$ cat config.mk
export PLATFORM = sky130hd
export DESIGN_NAME = quadrature_encoder_counter
export DESIGN_NICKNAME = d
export VERILOG_FILES = /design/src/rtl/core/qec_pkg.sv /design/src/rtl/core/qec_filter.sv /design/src/rtl/core/qec_counter.sv /design/src/rtl/core/quadrature_encoder_counter.sv
export SDC_FILE = /design/constraint.sdc
export NUM_CORES = 1
export LEC_CHECK = 0
export BUFFER_PORTS_ARGS = -buffer_cell sky130_fd_sc_hd__buf_4
export CORE_AREA = 2 2 99 91
export CTS_BUF_LIST = sky130_fd_sc_hd__clkbuf_8 sky130_fd_sc_hd__clkbuf_16
export DETAILED_ROUTE_END_ITERATION = 8
export DIE_AREA = 0 0 101 93
export GPL_ROUTABILITY_DRIVEN = 0
export GPL_TIMING_DRIVEN = 0
export HOLD_SLACK_MARGIN = 0.15
export PLACE_DENSITY = 0.69
export SLEW_MARGIN = 20
export SYNTH_ARGS = -nofsm -noshare
export SYNTH_HDL_FRONTEND = slang
export SYNTH_SLANG_ARGS = --single-unit
$ cat constraint.sdc
create_clock -name clk -period 3.8 [get_ports clk]
set_input_delay 0.38 -clock clk [delete_from_list [all_inputs] [get_ports clk]]
set_output_delay 0.38 -clock clk [all_outputs]
set_load 0.02 [all_outputs]
$ cat src/rtl/core/qec_pkg.sv
// Shared types, constants and helpers for the quadrature encoder counter.
`default_nettype none
package qec_pkg;

  localparam int COUNT_WIDTH = 16;
  localparam int OUT_COUNT_WIDTH = 16;
  localparam int CFG_DATA_WIDTH = 16;
  localparam int CFG_INDEX_WIDTH = 3;
  localparam int DIV_WIDTH = 6;
  localparam int PRESCALE_WIDTH = 5;
  localparam int LEN_WIDTH = 4;
  localparam int RUN_WIDTH = 3;
  localparam int IN_TDATA_WIDTH = 8;
  localparam int OUT_TDATA_WIDTH = 24;

  localparam logic [DIV_WIDTH-1:0] DIV_MAX = 6'd32;
  localparam logic [LEN_WIDTH-1:0] LEN_MAX = 4'd8;
  localparam logic [15:0] RELOAD_RESET = 16'hFFFF;

  typedef logic [COUNT_WIDTH-1:0] cnt_t;

  typedef enum logic [CFG_INDEX_WIDTH-1:0] {
    REG_COUNT_ENABLE   = 3'd0,
    REG_INVERT_A       = 3'd1,
    REG_AUTO_RELOAD    = 3'd2,
    REG_FILTER_DIVIDER = 3'd3,
    REG_FILTER_LENGTH  = 3'd4
  } qec_reg_t;

  // Filter results handed from the phase filters to the counter.
  typedef struct packed {
    logic edge_a;
    logic edge_b;
    logic level_a;
    logic level_b;
  } qec_edge_t;

  // Clamp divider to 1..32 and return divider minus one.
  function automatic logic [PRESCALE_WIDTH-1:0] div_last(input logic [DIV_WIDTH-1:0] d);
    logic [DIV_WIDTH-1:0] m;
    m = d;
    if (d == '0) begin
      m = 6'd1;
    end else if (d > DIV_MAX) begin
      m = DIV_MAX;
    end
    return PRESCALE_WIDTH'(m - 6'd1);
  endfunction

  // Clamp filter length to 1..8.
  function automatic logic [LEN_WIDTH-1:0] len_clamp(input logic [LEN_WIDTH-1:0] l);
    logic [LEN_WIDTH-1:0] m;
    m = l;
    if (l == '0) begin
      m = 4'd1;
    end else if (l > LEN_MAX) begin
      m = LEN_MAX;
    end
    return m;
  endfunction

endpackage
`default_nettype wire

$ cat src/rtl/core/qec_filter.sv
// Digital glitch filter for one encoder phase.
`default_nettype none
module qec_filter
  import qec_pkg::*;
(
  input  wire logic                 clk,
  input  wire logic                 rst_n,
  input  wire logic                 advance,
  input  wire logic                 sample_en,
  input  wire logic                 raw,
  input  wire logic [LEN_WIDTH-1:0] need,
  output logic                      edge_det,
  output logic                      level_nxt
);

  logic [RUN_WIDTH-1:0] run_r, run_nxt;
  logic                 level_r;
  logic [LEN_WIDTH-1:0] run_inc;

  always_comb begin
    run_inc   = LEN_WIDTH'(run_r) + 4'd1;
    run_nxt   = run_r;
    level_nxt = level_r;
    edge_det  = 1'b0;
    if (sample_en) begin
      if (raw == level_r) begin
        run_nxt = '0;
      end else if (run_inc >= need) begin
        run_nxt   = '0;
        level_nxt = raw;
        edge_det  = 1'b1;
      end else begin
        run_nxt = run_inc[RUN_WIDTH-1:0];
      end
    end
  end

  always_ff @(posedge clk) begin
    if (!rst_n) begin
      run_r   <= '0;
      level_r <= 1'b0;
    end else if (advance) begin
      run_r   <= run_nxt;
      level_r <= level_nxt;
    end
  end

endmodule
`default_nettype wire

$ cat src/rtl/core/qec_counter.sv
// Position counter with wrap at the reload value and direction flag.
`default_nettype none
module qec_counter
  import qec_pkg::*;
(
  input  wire logic                       clk,
  input  wire logic                       rst_n,
  input  wire logic                       advance,
  input  wire logic                       clear,
  input  wire logic                       enable,
  input  wire logic [15:0]                auto_reload,
  input  wire qec_edge_t                  edges,
  output logic [OUT_COUNT_WIDTH-1:0]      count,
  output logic                            direction
);

  cnt_t count_r, count_nxt;
  logic down_r, down_nxt;
  cnt_t top;
  logic up;

  always_comb begin
    top       = COUNT_WIDTH'(auto_reload);
    up        = edges.edge_a ? (edges.level_a != edges.level_b)
                             : (edges.level_a == edges.level_b);
    count_nxt = count_r;
    down_nxt  = down_r;
    if (clear) begin
      count_nxt = '0;
    end else if (enable && (edges.edge_a != edges.edge_b)) begin
      if (up) begin
        down_nxt  = 1'b0;
        count_nxt = (count_r == top) ? '0 : count_r + 1'b1;
      end else begin
        down_nxt  = 1'b1;
        count_nxt = (count_r == '0) ? top : count_r - 1'b1;
      end
    end
  end

  always_ff @(posedge clk) begin
    if (!rst_n) begin
      count_r <= '0;
      down_r  <= 1'b0;
    end else if (advance) begin
      count_r <= count_nxt;
      down_r  <= down_nxt;
    end
  end

  assign count     = OUT_COUNT_WIDTH'(count_r);
  assign direction = down_r;

endmodule
`default_nettype wire

$ cat src/rtl/core/quadrature_encoder_counter.sv
// Top level of the 4x quadrature encoder counter.
//
//  channel | handshake             | payload
//  --------+-----------------------+--------------------------------------------
//  in      | in_tvalid/in_tready   | in_tdata: phase_a, phase_b, clear_count
//  out     | out_tvalid/out_tready | out_tdata: count[15:0], direction
//  cfg     | cfg_valid/cfg_ready   | cfg_index, cfg_data
//
//  One request per clock while the result is not stalled; a sample is held in the
//  input register, and its result is registered in the result register. The filter
//  and counter state update in the single compute stage. A stalled result holds; the
//  input register still takes one more request. Synchronous active-low reset clears
//  control state and loads configuration defaults; configuration is always ready.
`default_nettype none
module quadrature_encoder_counter
  import qec_pkg::*;
(
  input  wire logic                       clk,
  input  wire logic                       rst_n,
  input  wire logic                       in_tvalid,
  output logic                            in_tready,
  input  wire logic [IN_TDATA_WIDTH-1:0]  in_tdata,   // [0] phase_a, [1] phase_b, [2] clear_count
  output logic                            out_tvalid,
  input  wire logic                       out_tready,
  output logic [OUT_TDATA_WIDTH-1:0]      out_tdata,  // [15:0] count, [16] direction
  input  wire logic                       cfg_valid,
  output logic                            cfg_ready,
  input  wire logic [CFG_INDEX_WIDTH-1:0] cfg_index,
  input  wire logic [CFG_DATA_WIDTH-1:0]  cfg_data
);

  logic                      enable_r;
  logic                      invert_a_r;
  logic [15:0]               reload_r;
  logic [DIV_WIDTH-1:0]      divider_r;
  logic [LEN_WIDTH-1:0]      length_r;

  logic                      s1_valid_r;
  logic                      s1_a_r, s1_b_r, s1_clr_r;
  logic                      out_valid_r;
  logic [PRESCALE_WIDTH-1:0] prescale_r, prescale_nxt;

  logic                      advance;
  logic                      in_accept;
  logic                      sample_en;
  logic [LEN_WIDTH-1:0]      need;
  logic                      filt_edge_a, filt_edge_b;
  logic                      filt_level_a, filt_level_b;
  qec_edge_t                 edges;
  logic [OUT_COUNT_WIDTH-1:0] count;
  logic                      direction;

  assign cfg_ready = 1'b1;

  always_ff @(posedge clk) begin
    if (!rst_n) begin
      enable_r   <= 1'b0;
      invert_a_r <= 1'b0;
      reload_r   <= RELOAD_RESET;
      divider_r  <= DIV_MAX;
      length_r   <= LEN_MAX;
    end else if (cfg_valid) begin
      case (qec_reg_t'(cfg_index))
        REG_COUNT_ENABLE:   enable_r   <= cfg_data[0];
        REG_INVERT_A:       invert_a_r <= cfg_data[0];
        REG_AUTO_RELOAD:    reload_r   <= cfg_data;
        REG_FILTER_DIVIDER: divider_r  <= cfg_data[DIV_WIDTH-1:0];
        REG_FILTER_LENGTH:  length_r   <= cfg_data[LEN_WIDTH-1:0];
        default: ;
      endcase
    end
  end

  assign advance   = s1_valid_r && (!out_valid_r || out_tready);
  assign in_tready = !s1_valid_r || advance;
  assign in_accept = in_tvalid && in_tready;

  always_ff @(posedge clk) begin
    if (!rst_n) begin
      s1_valid_r <= 1'b0;
    end else if (in_accept) begin
      s1_valid_r <= 1'b1;
    end else if (advance) begin
      s1_valid_r <= 1'b0;
    end
  end

  always_ff @(posedge clk) begin
    if (in_accept) begin
      s1_a_r   <= in_tdata[0];
      s1_b_r   <= in_tdata[1];
      s1_clr_r <= in_tdata[2];
    end
  end

  always_ff @(posedge clk) begin
    if (!rst_n) begin
      out_valid_r <= 1'b0;
    end else if (advance) begin
      out_valid_r <= 1'b1;
    end else if (out_tready) begin
      out_valid_r <= 1'b0;
    end
  end

  always_comb begin
    sample_en    = prescale_r >= div_last(divider_r);
    prescale_nxt = sample_en ? '0 : prescale_r + 1'b1;
    need         = len_clamp(length_r);
  end

  always_ff @(posedge clk) begin
    if (!rst_n) begin
      prescale_r <= '0;
    end else if (advance) begin
      prescale_r <= prescale_nxt;
    end
  end

  qec_filter u_filter_a (
    .clk       (clk),
    .rst_n     (rst_n),
    .advance   (advance),
    .sample_en (sample_en),
    .raw       (s1_a_r ^ invert_a_r),
    .need      (need),
    .edge_det  (filt_edge_a),
    .level_nxt (filt_level_a)
  );

  qec_filter u_filter_b (
    .clk       (clk),
    .rst_n     (rst_n),
    .advance   (advance),
    .sample_en (sample_en),
    .raw       (s1_b_r),
    .need      (need),
    .edge_det  (filt_edge_b),
    .level_nxt (filt_level_b)
  );

  always_comb begin
    edges.edge_a  = filt_edge_a;
    edges.edge_b  = filt_edge_b;
    edges.level_a = filt_level_a;
    edges.level_b = filt_level_b;
  end

  qec_counter u_counter (
    .clk         (clk),
    .rst_n       (rst_n),
    .advance     (advance),
    .clear       (s1_clr_r),
    .enable      (enable_r),
    .auto_reload (reload_r),
    .edges       (edges),
    .count       (count),
    .direction   (direction)
  );

  assign out_tvalid = out_valid_r;
  assign out_tdata  = {7'd0, direction, count};

  a_stall_blocks_input: assert property (@(posedge clk) disable iff (!rst_n)
    (s1_valid_r && out_valid_r && !out_tready) |-> !in_tready)
    else $error("input taken while both stages are full");

  a_clear_zeroes: assert property (@(posedge clk) disable iff (!rst_n)
    (advance && s1_clr_r) |=> (out_tdata[15:0] == '0))
    else $error("clear request did not zero the count");

  a_result_holds: assert property (@(posedge clk) disable iff (!rst_n)
    !advance |=> $stable(out_tdata))
    else $error("result changed without a processed request");

  a_edge_on_sample: assert property (@(posedge clk) disable iff (!rst_n)
    (edges.edge_a || edges.edge_b) |-> sample_en)
    else $error("filter edge outside a sample tick");

endmodule
`default_nettype wire
## Word-level counts from Yosys, hierarchy flattened

Index checks and enable logic that the tools add are counted.

- Output and inout port bits: 27
- Logic and storage cells: 94
- Input port bits: 32
- Register bits after elaboration: 63

- $add $sub $neg: 6
- Multiplexer cells: 32
- Equality and inequality tests: 10
- Bitwise logic cells: 2
- Reduce and logical (&&, ||, !) cells: 22
- Magnitude comparators: 5

Operator list:

| kind | count |
|---|---|
| $mux 16 | 5 |
| $mux 1 | 18 |
| $add 16x1->16 const B | 1 |
| $eq 16x16->1 | 1 |
| $logic_not 16->1 | 1 |
| $sub 16x1->16 const B | 1 |
| $mux 5 | 3 |
| $reduce_and 2->1 | 7 |
| $mux 3 | 4 |
| $add 3x1->4 const B | 2 |
| $ge 4x4->1 | 2 |
| $mux 4 | 2 |
| $eq 3x2->1 const B | 2 |
| $gt 6x6->1 const B | 1 |
| $logic_not 6->1 | 1 |
| $reduce_bool 2->1 | 3 |
| $add 5x1->5 const B | 1 |
| $ge 5x5->1 | 1 |
| $sub 5x1->5 const B | 1 |
| $gt 4x4->1 const B | 1 |
| $logic_not 4->1 | 1 |
| $eq 1x1->1 | 3 |
| $eq 3x1->1 const B | 1 |
| $eq 3x3->1 const B | 1 |
| 8 further kinds | 13 |

## Depth between registers and ports, before layout

- Depth after elaboration: 12
- Mapped depth: 14

## Cells and area by module

Synthesis repeated with hierarchy kept, for this count alone.

- Cells, all modules: 532
- Area total of the unflattened synthesis: 4425.5 um^2

Modules (own cells, without submodules):

| module | seq. area each (um^2) | instances | cells each | area each (um^2) |
|---|---|---|---|---|
| qec_counter | 340.3 | 1 | 259 | 1900.6 |
| quadrature_encoder_counter | 790.8 | 1 | 195 | 1806.7 |
| qec_filter | 80.1 | 2 | 39 | 359.1 |

## Worst setup path before layout

No wires, ideal clock.

- Kind: register to register
- From: register divider_r[1]
- To: register u_counter.count_r[11] (netlist: u_counter.count[11])
- Stages on the path, launching flop included: 15
- Path buffers: 1
- Data arrival time: 3.118 ns
- Clock period less this slack: 3.240 ns
- Setup slack: 0.560 ns
- Cell sequence: dfxtp_1 > nor4_1 > o21ai_0 > ha_1 > nand3_1 > o21ai_0 > a21o_1 > ha_1 > a21o_1 > a31oi_1 > or4b_2 > nand3_1 > buf_2 > nor2_1 > a221o_1

- Longest elaborated chain between the ends: 11
- Elaborated cells on any way between the ends: 20

RTL lines:

| element | line | text |
|---|---|---|
| from (decl) | quadrature_encoder_counter.sv:35 | `logic [DIV_WIDTH-1:0] divider_r;` |
| from (signal assigned) | quadrature_encoder_counter.sv:67 | `REG_FILTER_DIVIDER: divider_r <= cfg_data[DIV_WIDTH-1:0];` |
| $gt 6x6->1 | qec_pkg.sv:44 | `end else if (d > DIV_MAX) begin` |
| $mux 5 | qec_pkg.sv:44 |  |
| $mux 5 (*) | qec_pkg.sv:42 | `if (d == '0) begin` |
| $sub 5x1->5 (*) | qec_pkg.sv:47 | `return PRESCALE_WIDTH'(m - 6'd1);` |
| $ge 5x5->1 (*) | quadrature_encoder_counter.sv:107 | `sample_en = prescale_r >= div_last(divider_r);` |
| $mux 1 | qec_filter.sv:25 | `if (sample_en) begin` |
| $eq 1x1->1 / $ne 1x1->1 (equally long branches) | qec_counter.sv:25, qec_counter.sv:24 |  |
| $mux 1 | qec_counter.sv:24 | `up = edges.edge_a ? (edges.level_a != edges.level_b)` |
| $mux 16 | qec_counter.sv:31 | `if (up) begin` |
| $mux 16 | qec_counter.sv:30 | `end else if (enable && (edges.edge_a != edges.edge_b)) begin` |
| $mux 16 | qec_counter.sv:28 | `if (clear) begin` |
| to (signal assigned) | qec_counter.sv:46 | `count_r <= count_nxt;` |
| to (decl) | qec_counter.sv:17 | `cnt_t count_r, count_nxt;` |

Every way passes the cells marked *; elsewhere a longest branch is shown, timed or not. The select of a mux whose other input is x is not followed.
A chain may end at the register's enable or synchronous reset.

## Final worst setup path

- From: register divider_r[2]
- To: register u_counter.count_r[11] (netlist: u_counter.count[11])

The elaborated chain is that of the path after synthesis.

==> impl_metrics.csv <==
group,metric,value,unit
sta,slew_headroom,0.558,
synth,synthMostInstantiatedCell,"nand2_1",
synth,synthTopCellsByArea,"dfxtp_1, xor2_1, ha_1",
sta,clock_skew,0.00579,ns
die,io_pins,59,
synth,yosysWarnings,0,
final_layout,final_area,4730,um2
die,dieArea,9390,um2
flow_run,max_cap_violations,0,
critical_path,worstPathMaxFanout,10,
synth,postSynth.asyncResetShare,0,
sta,worstMarginPinSlew,0.658,ns
cts,postCtsSetupBuffers,0,
synth,synth_top_area_share,0.296,
critical_path,arrival,3.77,ns
die,row_count,32,
sta,fin_crit_sh,0.930,
sta,tns,0,ns
final_layout,fin_nets,606,
drt,wl_per_cell,15.2,um
drt,antenna_left,0,
cts,cts_resized,0,
critical_path,critPathCaptureType,"register",
sta,maxSlewViolCount,0,
sta,fin_crit,3.53,ns
synth,synth-edff-count,3,
synth,syn_inst,492,
sta,setup_ws,0.266,ns
die,die_y,93,um
synth,synth_top_cells_by_count,"nand2_1, dfxtp_1, nor2_1",
placement,place_hpwl,7630,um
power_and_ir_drop,p_leak,2.07,nW
placement,dp_slack,0.0807,ns
drt,drt_iter0_markers,146,
cts,tritoncts,"done",
sta,hold_viol,0,
sta,setup_viol,0,
drt,via_per_inst,5.59,
cts,clockRootBuffer,"clkbuf_8",
cts,clk_pin_slew,0.07,ns
sta,rsz0062_at_grt,"no",
grt,grt_usage,0.220,
hold_path,holdCritPathClass,"input pin to register",
die,fp.dieW,101,um
cts,cts_sinks,63,
final_layout,drive_above_1_share,0.157,
grt,grt_pass1_vias,3383,
final_layout,area_delta_synth_final,16.6,%
drt,routed_wl,10000,um
run_status,outcome,"finished clean",
grt,grt_pass1_wl,16100,um
final_layout,final_core_util,0.563,
synth,synth-main-ff-cell,"dfxtp_1",
synth,yosysSeqAreaShare,0.318,
synth,yosys.area.top_type,"dfxtp_1",
drt,drc_errors,0,
drt,vias,3693,
critical_path,startpoint_type,"register",
sta,max_freq,0.283,GHz
grt,grt_overflow,0,
critical_path,critPathRequiredTime,4.04,ns
cts,cts.htree.levels,3,
cts,postCtsHoldBufs,0,
final_layout,diodes,0,
die,coreArea,8410,um2
power_and_ir_drop,peakVddDrop,0.155,mV
grt,grt_max_degree,11,
synth,syn_area,4060,um2
die,start_util,0.483,
drt,drt_first_pass_iters,5,
critical_path,crit_type,"register to register",
power_and_ir_drop,power_density,284,nW/um2
synth,synth_cell_types,56,
placement,placed_cell_area,4550,um2
cts,cts_buffers,9,
placement,io_buffer_count,45,
cts,cts_buffer_depth,2,
cts,insertion_delay,0.35,ns
synth,avgSynthCellArea,8.25,um2
power_and_ir_drop,total_power,1.34,mW
synth,synth-seq-cells,63,
grt,grt_antenna_before_repair,0,
[kinds of logic (layout without fill, tap and decap cells)]
group / count (synthesis) / in the layout / share of synthesized area
compound gates: 78 / 78 / 0.147
xor+xnor: 47 / 47 / 0.101
fa+ha+maj: 20 / 20 / 0.0616
buf+inv: 53 / 114 / 0.0647
flops: 63 / 63 / 0.318
mux: 16 / 16 / 0.0394
other cells: 2 / 8 / 0.00185
simple gates: 213 / 213 / 0.266
[area by class of cell]
class                      count  area [um2]
multi-input combinational    382        2530
clock inverter                 5        23.8
timing repair buffer          45         338
fill                         814        3670
clock buffer                  11         151
buffer                        40         219
inverter                      13        48.8
tap                          102         128
sequential                    63        1290
[worst max-delay path, cell delays in order, from the launching register on]
cell and delay [ns]:
dfxtp_1 0.35, nor4_1 0.24, o21ai_0 0.15, ha_1 0.25
nand3_1 0.08, o21ai_0 0.08, a21o_1 0.19, ha_1 0.31
a21o_1 0.13, a31oi_1 0.08, or4b_2 0.68, nand3_2 0.18
clkbuf_4 0.25, nor2_1 0.10, a221o_1 0.36
[through the flow]
step                hold WS (ns)  std cells
floorplan                  0.468        498
global placement           0.487        645
detailed placement         0.493        645
CTS                        0.195        661
global route               0.199        661
finish                     0.200        661
[layout by cell type (no fill, tap or decap), drive strengths merged, types with 16 or more instances in the layout]
| cell | count |
|---|---|
| nor2 | 34 |
| dfxtp | 60 |
| ha | 20 |
| xor2 | 32 |
| nand2 | 66 |
| clkbuf | 36 |
| nand3 | 29 |
| nor2b | 26 |
| buf | 60 |
| mux2i | 16 |
[per-layer routing]
layer	vias to the layer above	track usage	share of wire	wire length, um
li1	1846	-	-	-
met4	0	0.0822	0.018	184
met2	99	0.332	0.44	4370
met1	1733	0.313	0.50	4970
met5	-	0	0	0
met3	15	0.0389	0.051	510
[report_power, final]
part           total [mW]  internal [mW]  switching (mW)  leakage [nW]
registers           0.692          0.679          0.0130         0.516
clock network       0.536          0.265           0.270         0.100
logic               0.116         0.0538          0.0619          1.45
total                1.34          0.998           0.345          2.07
[registers in the layout, summed over array words and instances, names as in the netlist, 3 cells and up]
signal and cells:
length_r 4, u_filter_b.run_r 3, divider_r 6, reload_r 16, prescale_r 5, u_counter.count 16
u_filter_a.run_r 3
[final timing paths]
kind                            cells after the start  slack, ns                      start                               end
worst max-delay path                               14       0.27  divider_r[2]$_SDFFE_PN0P_  u_counter.count[11]$_SDFFE_PN0P_
worst min-delay path                                1       0.20                in_tdata[2]                s1_clr_r$_DFFE_PP_
worst max register to register                     14       0.27  divider_r[2]$_SDFFE_PN0P_  u_counter.count[11]$_SDFFE_PN0P_
worst min register to register                      2       0.50  reload_r[15]$_SDFFE_PN1P_         reload_r[15]$_SDFFE_PN1P_
Power figures use the tool's default switching activity.
